## src/hdl/nv12sc_pkg.sv

```systemverilog
package nv12sc_pkg;

  // field widths
  localparam int unsigned ORIGIN_W  = 12;
  localparam int unsigned STEP_W    = 20;
  localparam int unsigned DIM_W     = 13;
  localparam int unsigned PITCH_W   = 14;
  localparam int unsigned SRC_OFF_W = 27;
  localparam int unsigned DST_OFF_W = 25;
  localparam int unsigned ACC_W     = 32;

  // configuration port
  localparam int unsigned CFG_IDX_W  = 3;
  localparam int unsigned CFG_DATA_W = STEP_W;

  // register reset values
  localparam logic [STEP_W-1:0] STEP_RST = STEP_W'(20'h10000);
  localparam logic [DIM_W-1:0]  DIM_RST  = DIM_W'(1);

  typedef enum logic [CFG_IDX_W-1:0] {
    REG_SRC_ORIGIN_X = 3'd0,
    REG_SRC_ORIGIN_Y = 3'd1,
    REG_X_STEP       = 3'd2,
    REG_Y_STEP       = 3'd3,
    REG_OUT_WIDTH    = 3'd4,
    REG_OUT_HEIGHT   = 3'd5,
    REG_SRC_PITCH    = 3'd6,
    REG_DST_PITCH    = 3'd7
  } cfg_reg_e;

endpackage

```

## src/hdl/nv12_nearest_scale_address_gen.sv

```systemverilog
// nv12 nearest-neighbor scaler address generator
//
// channels: the request channel (in_valid_i / in_ready_o, restart_i) asks
// for one destination pixel; restart_i = 1 jumps back to pixel (0,0). the
// result channel (out_valid_o / out_ready_i) gives the source luma and uv
// pair offsets, the destination luma and uv offsets, chroma_valid_o on even
// columns, row_end_o and frame_end_o. the config channel (cfg_valid_i /
// cfg_ready_o, cfg_index_i, cfg_data_i) writes the eight setup registers and
// is always ready; write it only while no request is in flight.
// pipeline: stage a forms the source coordinate, stage b does the pitch
// multiplies. throughput: one request per cycle unless out_ready_i stalls,
// set by the two-register pipeline; the walk counters and accumulators
// advance in the cycle a request is taken.
// reset: registers return to origin 0, unit steps, 1x1 region, zero
// pitches, and the walk restarts at pixel (0,0). pipeline valids clear.
// stall: while out_ready_i is low the result holds; stage a still fills,
// so one more request is taken before in_ready_o drops.
module nv12_nearest_scale_address_gen
  import nv12sc_pkg::*;
#(
  parameter int unsigned MAX_DIM   = 4096,
  parameter int unsigned FRAC_BITS = 16
) (
  input  logic                  clk_i,
  input  logic                  rst_ni,
  // config write channel
  input  logic                  cfg_valid_i,
  output logic                  cfg_ready_o,
  input  logic [CFG_IDX_W-1:0]  cfg_index_i,
  input  logic [CFG_DATA_W-1:0] cfg_data_i,
  // request channel
  input  logic                  in_valid_i,
  output logic                  in_ready_o,
  input  logic                  restart_i,
  // result channel
  output logic                  out_valid_o,
  input  logic                  out_ready_i,
  output logic [SRC_OFF_W-1:0]  src_luma_offset_o,
  output logic [SRC_OFF_W-1:0]  src_chroma_offset_o,
  output logic [DST_OFF_W-1:0]  dst_luma_offset_o,
  output logic [DST_OFF_W-1:0]  dst_chroma_offset_o,
  output logic                  chroma_valid_o,
  output logic                  row_end_o,
  output logic                  frame_end_o
);

  // counter holds up to MAX_DIM-1
  localparam int unsigned CNT_W = $clog2(MAX_DIM);
  // compare width covers count+1 and the size register
  localparam int unsigned CMP_W = (CNT_W + 1 > DIM_W) ? CNT_W + 1 : DIM_W;
  // source coordinate: origin plus integer part of the accumulator
  localparam int unsigned INT_W = ACC_W - FRAC_BITS;
  localparam int unsigned SX_W  = ((INT_W > ORIGIN_W) ? INT_W : ORIGIN_W) + 1;

  // ---------------------------------------------------------------------
  // configuration registers
  // ---------------------------------------------------------------------
  logic [ORIGIN_W-1:0] src_origin_x_q, src_origin_y_q;
  logic [STEP_W-1:0]   x_step_q, y_step_q;
  logic [DIM_W-1:0]    out_width_q, out_height_q;
  logic [PITCH_W-1:0]  src_pitch_q, dst_pitch_q;

  assign cfg_ready_o = 1'b1;

  always_ff @(posedge clk_i or negedge rst_ni) begin
    if (!rst_ni) begin
      src_origin_x_q <= '0;
      src_origin_y_q <= '0;
      x_step_q       <= STEP_RST;
      y_step_q       <= STEP_RST;
      out_width_q    <= DIM_RST;
      out_height_q   <= DIM_RST;
      src_pitch_q    <= '0;
      dst_pitch_q    <= '0;
    end else if (cfg_valid_i) begin
      case (cfg_reg_e'(cfg_index_i))
        REG_SRC_ORIGIN_X: src_origin_x_q <= cfg_data_i[ORIGIN_W-1:0];
        REG_SRC_ORIGIN_Y: src_origin_y_q <= cfg_data_i[ORIGIN_W-1:0];
        REG_X_STEP:       x_step_q       <= cfg_data_i[STEP_W-1:0];
        REG_Y_STEP:       y_step_q       <= cfg_data_i[STEP_W-1:0];
        REG_OUT_WIDTH:    out_width_q    <= cfg_data_i[DIM_W-1:0];
        REG_OUT_HEIGHT:   out_height_q   <= cfg_data_i[DIM_W-1:0];
        REG_SRC_PITCH:    src_pitch_q    <= cfg_data_i[PITCH_W-1:0];
        REG_DST_PITCH:    dst_pitch_q    <= cfg_data_i[PITCH_W-1:0];
        default: ;
      endcase
    end
  end

  // effective size: zero acts as one, oversize clamps to MAX_DIM
  logic [CMP_W-1:0] width_eff, height_eff;

  always_comb begin
    if (out_width_q == '0) begin
      width_eff = CMP_W'(1);
    end else if (CMP_W'(out_width_q) > CMP_W'(MAX_DIM)) begin
      width_eff = CMP_W'(MAX_DIM);
    end else begin
      width_eff = CMP_W'(out_width_q);
    end
    if (out_height_q == '0) begin
      height_eff = CMP_W'(1);
    end else if (CMP_W'(out_height_q) > CMP_W'(MAX_DIM)) begin
      height_eff = CMP_W'(MAX_DIM);
    end else begin
      height_eff = CMP_W'(out_height_q);
    end
  end

  // ---------------------------------------------------------------------
  // pipeline handshake
  // ---------------------------------------------------------------------
  logic a_valid_q, b_valid_q;
  logic adv_a, adv_b, in_acc;

  assign adv_b      = !b_valid_q || out_ready_i;
  assign adv_a      = !a_valid_q || adv_b;
  assign in_ready_o = adv_a;
  assign in_acc     = in_valid_i && adv_a;

  always_ff @(posedge clk_i or negedge rst_ni) begin
    if (!rst_ni) begin
      a_valid_q <= 1'b0;
      b_valid_q <= 1'b0;
    end else begin
      if (adv_a) begin
        a_valid_q <= in_valid_i;
      end
      if (adv_b) begin
        b_valid_q <= a_valid_q;
      end
    end
  end

  // ---------------------------------------------------------------------
  // raster walk state
  // ---------------------------------------------------------------------
  logic [CNT_W-1:0] col_q, row_q, col_cur, row_cur;
  logic [ACC_W-1:0] x_acc_q, y_acc_q, x_acc_cur, y_acc_cur;
  logic             row_last, frame_last;
  logic [SX_W-1:0]  sx_d, sy_d;

  // restart takes effect before the pixel is formed
  assign col_cur   = restart_i ? '0 : col_q;
  assign row_cur   = restart_i ? '0 : row_q;
  assign x_acc_cur = restart_i ? '0 : x_acc_q;
  assign y_acc_cur = restart_i ? '0 : y_acc_q;

  // a size shrunk mid-frame ends the row or frame at the current pixel
  assign row_last   = (CMP_W'(col_cur) + CMP_W'(1)) >= width_eff;
  assign frame_last = row_last && ((CMP_W'(row_cur) + CMP_W'(1)) >= height_eff);

  assign sx_d = SX_W'(src_origin_x_q) + SX_W'(x_acc_cur >> FRAC_BITS);
  assign sy_d = SX_W'(src_origin_y_q) + SX_W'(y_acc_cur >> FRAC_BITS);

  always_ff @(posedge clk_i or negedge rst_ni) begin
    if (!rst_ni) begin
      col_q   <= '0;
      row_q   <= '0;
      x_acc_q <= '0;
      y_acc_q <= '0;
    end else if (in_acc) begin
      if (frame_last) begin
        col_q   <= '0;
        row_q   <= '0;
        x_acc_q <= '0;
        y_acc_q <= '0;
      end else if (row_last) begin
        col_q   <= '0;
        x_acc_q <= '0;
        row_q   <= row_cur + CNT_W'(1);
        y_acc_q <= y_acc_cur + ACC_W'(y_step_q);
      end else begin
        col_q   <= col_cur + CNT_W'(1);
        row_q   <= row_cur;
        x_acc_q <= x_acc_cur + ACC_W'(x_step_q);
        y_acc_q <= y_acc_cur;
      end
    end
  end

  // ---------------------------------------------------------------------
  // stage a: source coordinate and position
  // ---------------------------------------------------------------------
  logic [SX_W-1:0]  sx_a_q, sy_a_q;
  logic [CNT_W-1:0] col_a_q, row_a_q;
  logic             row_end_a_q, frame_end_a_q;

  always_ff @(posedge clk_i) begin
    if (in_acc) begin
      sx_a_q        <= sx_d;
      sy_a_q        <= sy_d;
      col_a_q       <= col_cur;
      row_a_q       <= row_cur;
      row_end_a_q   <= row_last;
      frame_end_a_q <= frame_last;
    end
  end

  // ---------------------------------------------------------------------
  // stage b: pitch multiplies, offsets wrap at field width
  // ---------------------------------------------------------------------
  logic                 even_a;
  logic [SRC_OFF_W-1:0] src_luma_d, src_chroma_d;
  logic [DST_OFF_W-1:0] dst_luma_d, dst_chroma_d;
  logic [SX_W-1:0]      sx_pair;

  assign even_a  = !col_a_q[0];
  // uv pairs are two bytes wide, so the pair column is sx with bit 0 cleared
  assign sx_pair = {sx_a_q[SX_W-1:1], 1'b0};

  assign src_luma_d = SRC_OFF_W'(sy_a_q) * SRC_OFF_W'(src_pitch_q)
                    + SRC_OFF_W'(sx_a_q);
  assign src_chroma_d = even_a
    ? SRC_OFF_W'(sy_a_q >> 1) * SRC_OFF_W'(src_pitch_q) + SRC_OFF_W'(sx_pair)
    : '0;
  assign dst_luma_d = DST_OFF_W'(row_a_q) * DST_OFF_W'(dst_pitch_q)
                    + DST_OFF_W'(col_a_q);
  assign dst_chroma_d = even_a
    ? DST_OFF_W'(row_a_q >> 1) * DST_OFF_W'(dst_pitch_q) + DST_OFF_W'(col_a_q)
    : '0;

  logic [SRC_OFF_W-1:0] src_luma_q, src_chroma_q;
  logic [DST_OFF_W-1:0] dst_luma_q, dst_chroma_q;
  logic                 chroma_valid_q, row_end_q, frame_end_q;

  always_ff @(posedge clk_i) begin
    if (adv_b && a_valid_q) begin
      src_luma_q     <= src_luma_d;
      src_chroma_q   <= src_chroma_d;
      dst_luma_q     <= dst_luma_d;
      dst_chroma_q   <= dst_chroma_d;
      chroma_valid_q <= even_a;
      row_end_q      <= row_end_a_q;
      frame_end_q    <= frame_end_a_q;
    end
  end

  assign out_valid_o         = b_valid_q;
  assign src_luma_offset_o   = src_luma_q;
  assign src_chroma_offset_o = src_chroma_q;
  assign dst_luma_offset_o   = dst_luma_q;
  assign dst_chroma_offset_o = dst_chroma_q;
  assign chroma_valid_o      = chroma_valid_q;
  assign row_end_o           = row_end_q;
  assign frame_end_o         = frame_end_q;

endmodule

```

## config.mk

```make
export PLATFORM = sky130hd
export DESIGN_NAME = nv12_nearest_scale_address_gen
export DESIGN_NICKNAME = d
export VERILOG_FILES = /design/src/hdl/nv12sc_pkg.sv /design/src/hdl/nv12_nearest_scale_address_gen.sv
export SDC_FILE = /design/constraint.sdc
export NUM_CORES = 2
export LEC_CHECK = 0
export BUFFER_PORTS_ARGS = -buffer_cell sky130_fd_sc_hd__buf_2
export CORE_MARGIN = 4
export CORE_UTILIZATION = 41
export DETAILED_ROUTE_END_ITERATION = 8
export GPL_TIMING_DRIVEN = 0
export PLACE_DENSITY = 0.59
export SLEW_MARGIN = 25
export SYNTH_ARGS = -nofsm -noshare
export SYNTH_HDL_FRONTEND = slang
export SYNTH_SLANG_ARGS = --single-unit
```

## constraint.sdc

```tcl
create_clock -name clk_i -period 15.4 [get_ports clk_i]
set_input_delay 3.08 -clock clk_i [delete_from_list [all_inputs] [get_ports clk_i]]
set_output_delay 3.08 -clock clk_i [all_outputs]
set_load 0.005 [all_outputs]
```

# After elaboration in Yosys (flattened, before gate mapping)
# Index checks and enable logic that the tools add are counted.
# classes
eq_ne	7
order_cmp	4
n_mul	4
n_reduce_logical	19
n_mux	16
addsub	12
# ops
cell	count
$mux 32	6
$mux 12	6
$add 32x20->32	2
$add 27x17->27	2
$mux 13	4
$add 25x12->25	2
$add 12x16->17	2
$mul 16x14->27	1
$mul 17x14->27	1
$add 12x1->13 const B	2
$ge 13x13->1	2
$gt 13x13->1 const B	2
$logic_not 13->1	2
$mul 11x14->25	1
$mul 12x14->25	1
$add 12x1->12 const B	2
$reduce_and 2->1	8
$eq 3x3->1 const B	4
$eq 3x2->1 const B	2
$eq 3x1->1 const B	1
$logic_and 1x1->1	3
$logic_not 1->1	3
$logic_not 3->1	1
$logic_or 1x1->1	2
# totals
in_bits	29
register_bits	375
word_cells	89

# Depth between registers and ports, before layout
# depth
word_depth	6
ltp_mapped	26

# Worst setup path after synthesis
# No wires, ideal clock.
# synth_timing
path_type	input -> register
from	input port restart_i
to	register row_q[10]
path_buffers	6
setup_ps	65
cell_stages	23
required_ps	15335
setup_slack_ps	8207
arrival_ps	7127
cell_sequence	clkbuf_1 > buf_1 > buf_2 > clkbuf_1 > nor2b_1 > ha_1 > nand3_1 > inv_1 > nand3_1 > or2_1 > or2_1 > nand2_1 > o21ai_0 > ha_1 > a211oi_1 > nand2_1 > o2111ai_1 > and2_1 > buf_2 > nand2_1 > nor2_1 > buf_2 > a22o_1
# synth_between
elab_chain_cells	5
word_cells_on_any_way	10
classes_between	add/sub: 3; order compare: 2; mux: 4; reduce/logical: 1
# synth_lines
item	line	rtl
from (decl)	nv12_nearest_scale_address_gen.sv:34	input logic restart_i,
$mux 12 (*)	nv12_nearest_scale_address_gen.sv:145	assign row_cur = restart_i ? '0 : row_q;
via row_cur[0]	nv12_nearest_scale_address_gen.sv:138	logic [CNT_W-1:0] col_q, row_q, col_cur, row_cur;
$add 12x1->13	nv12_nearest_scale_address_gen.sv:151	assign frame_last = row_last && ((CMP_W'(row_cur) + CMP_W'(1)) >= height_eff);
$ge 13x13->1	nv12_nearest_scale_address_gen.sv:151	
$logic_and 1x1->1	nv12_nearest_scale_address_gen.sv:151	
$mux 12 (*)	nv12_nearest_scale_address_gen.sv:163	if (frame_last) begin
to (signal assigned)	nv12_nearest_scale_address_gen.sv:171	row_q <= row_cur + CNT_W'(1);
to (signal assigned)	nv12_nearest_scale_address_gen.sv:175	row_q <= row_cur;
to (decl)	nv12_nearest_scale_address_gen.sv:138	
# The timed path passes the listed nets; every way through them passes the cells marked *.
# A chain may end at the register's enable or synchronous reset.

# Final worst setup path
# layout_timing
from	input port restart_i
to	register row_q[9]
# The elaborated chain is that of the path after synthesis.

==> results.cfg <==
[status]
outcome = complete, no violations

[clock_tree]
cts-root-buf = clkbuf_16
clk_latency_ps = 620
cts_buffers = 46
cts_tree = built
cts_buffer_depth = 3
clkTransAtPathRegs_ps = 60
post_cts_resized = 0
cts_max_level = 2
postCtsSetupRepairBufs = 0
cts_sinks = 375
ctsHoldBuffers = 0

[route]
drcViolationCount = 0
drtPass1Iterations = 7
highest_layer = met5
wl_mm = 100.4
drtIter0Drc = 1941
wl_met2_mm = 42.08
via_per_inst = 5.096
met3_length_mm = 7.214
wl_per_cell_um = 19.34
num_vias = 26450
ant_nets = 0
drt-met1-wl_mm = 48.76

[synthesis]
synthesis.area_um2 = 37490
synth_cells = 3787
yosysTopAreaCell = fa_1
syn_avg_cell_area_um2 = 9.899
synth-main-ff-cell = dfrtp_1
async_flop_share_pct = 55.47
synth_top_area_share_pct = 23.82
seq_area_frac_synth_pct = 27.28
ys_ff_latch = 375
synth_warnings = 0
synth_nets = 4586
synth_cell_types = 86
synth_edf_count = 167
ys_top_cells_by_area = fa_1, dfrtp_1, edfxtp_1, ha_1, inv_1

[global_routing]
track_usage_pct = 21.23
grt_pass1_wl_mm = 157.2
grt_overflow = 0
grt_antenna_before_repair = 7
grt_pass1_vias = 27010
grt_max_degree = 88

[floorplan]
dieWidth_um = 310.4
placeableCoreArea_um2 = 90420
fp.dieArea_um2 = 96330
die_h_um = 310.4
ioPinCount = 139
initial_utilization_pct = 41.46
fp-row-count = 110

[finish]
area_growth_pct = 10.42
drive_gt1_share_pct = 9.469
final_area_um2 = 41390
finish.net_count = 4776

[setup_path]
critPathKind = input pin to flop
crit_family = buffers and inverters
critPathMaxStageDelay_ps = 670
cpMaxStageDelayCell = clkbuf_1
end_kind = flop
worstPathCellList = buf_2 > clkbuf_1 > buf_1 > buf_2 > clkbuf_1 > nor2b_1 > ha_1 > nand3_1 > inv_1 > nand3_1 > or2_1 > or2_1 > o21ai_0 > ha_1 > a211oi_1 > nand2_1 > o2111ai_1 > and2_1 > buf_2 > nand2_1 > nor2_1 > buf_2 > a22o_1
reg2reg_from = src_pitch_q[5]
cp.required_ps = 15950
startpoint_type = input pin
startpoint = restart_i
crit_fanout = 10
critPathBufInv = 8
cp.arrival_ps = 9760
crit_path_frequent_cell = buf_2

[sta]
tns_ps = 0
skew_ps = 16.83
slew_headroom_pct = 29.02
min_period_ps = 9210
slew_viol_final = 0
report.final.hold_viol_count = 0
finalSetupViolations = 0
grt_setup_unrepaired = false
worst_pin_slew_ps = 1057
period_share_pct = 59.80
fmax_mhz = 108.6

[hold_path]
hp-class = flop to flop
hold_path_startpoint = frame_end_a_q

[placement]
gp_congestion = 0.8885
placed_area_um2 = 39780
io_buffers = 137
hpwl_mm = 79.83

[flow_run]
cap_viol_max_count = 0
-- state kept, by name (all words and copies together) (netlist names), 12 cells and up --
name                 flops
sx_a_q                  17
dst_pitch_q             14
out_height_q            13
y_step_q                20
row_a_q                 12
col_q                   12
dst_chroma_offset_o     25
src_origin_x_q          12
src_pitch_q             14
src_origin_y_q          12
col_a_q                 12
x_step_q                20
dst_luma_offset_o       25
row_q                   12
x_acc_q                 32
src_luma_offset_o       27
src_chroma_offset_o     27
y_acc_q                 32
sy_a_q                  17
out_width_q             13
-- placed cells by master, fill, tap and decap left out, types with 11 or more instances in the layout --
cell type	n
and2_1	188
o211ai_1	12
nand3_1	44
a211oi_1	19
ha_1	324
o31ai_1	16
nor2_1	147
xor2_1	60
mux2_2	114
nand2b_1	33
fa_1	446
or3_1	19
edfxtp_1	167
clkbuf_8	12
a21o_1	55
a31oi_1	19
a21oi_1	106
nand2_1	399
o21ai_1	63
o21bai_1	20
clkbuf_16	47
o21a_1	25
xnor2_1	91
a22o_1	20
dfrtp_1	204
o21ai_0	67
nor3_1	35
nor2b_1	106
buf_2	150
inv_1	684
and3_1	29
clkbuf_1	112
nand4_1	11
-- cell families (layout without fill, tap and decap cells) --
family          after synthesis  in the layout  share of synthesized area, %
xor+xnor                    151            151                         3.528
fa+ha+maj                   770            770                         34.63
simple gates               1051           1051                         13.75
buf+inv                     816           1042                         8.238
other cells                   1              2                       0.01000
compound gates              502            502                         8.932
flops                       375            375                         27.28
mux                         121            121                         3.631
-- worst paths after layout --
kind                                                end  slack (ps)  cells past startpoint
worst max-delay path                           row_q[9]        6190                     23
worst min-delay path                        frame_end_o         420                      0
worst max register to register  src_chroma_offset_o[26]        7790                     24
worst min register to register              frame_end_o         420                      0
max in group asynchronous                src_pitch_q[0]       12240                      2
min in group asynchronous                   x_step_q[5]        2370                      1
-- area by class of cell --
type | count | area (um2)
timing repair buffer | 142 | 818.3
sequential | 375 | 10220
multi-input combinational | 2596 | 24180
clock buffer | 66 | 1368
clock inverter | 18 | 240.2
tap | 1176 | 1471
inverter | 686 | 2575
buffer | 130 | 518.0
fill | 8622 | 49030
antenna | 1 | 2.502
-- stage by stage --
stage	hold slack (ps)	setup slack [ps]	instances	util, %
2_1_floorplan	400.3	8207	3787	-
3_3_place_gp	404.2	5559	5100	43.84
3_5_place_dp	407.1	5574	5105	44.00
4_1_cts	421.1	6234	5189	45.77
5_1_grt	436.3	5858	5189	45.77
6_report	418.4	6190	5190	45.78
-- cell usage after synthesis, drive strengths merged (44+ instances only) --
master,n
ha,324
fa,446
nand2,399
nand3,44
a21o,55
nor2,148
xnor2,91
a21oi,109
mux2,120
inv,686
edfxtp,167
clkbuf,107
o21ai,133
xor2,60
nor2b,106
and2,189
dfrtp,204
-- worst register-to-register path, stage by stage, from the launching register on --
cell and delay [ps]:
dfrtp_1 320, clkbuf_1 500, clkbuf_1 560, nand2_1 170, fa_1 580, inv_1 60, fa_1 510, inv_1 60
fa_1 560, xor2_1 200, ha_1 190, o21bai_1 170, fa_1 520, inv_1 50, fa_1 490, inv_1 60
ha_1 340, and4_1 260, a221oi_1 290, o22ai_1 230, o41ai_2 460, o21ai_1 280, a21oi_1 230, xnor2_1 190
nor2_1 70
-- metal layers --
layer  track usage (%)  up-vias
met2             31.73      742
met3             4.063      113
li1                  -    12570
met1             31.79    13020
met5            0.2474        -
met4             5.280        2
Power is left out: the tool's default activity adds up to more than one toggle a clock period on the data nets, which glitch-free logic cannot reach.
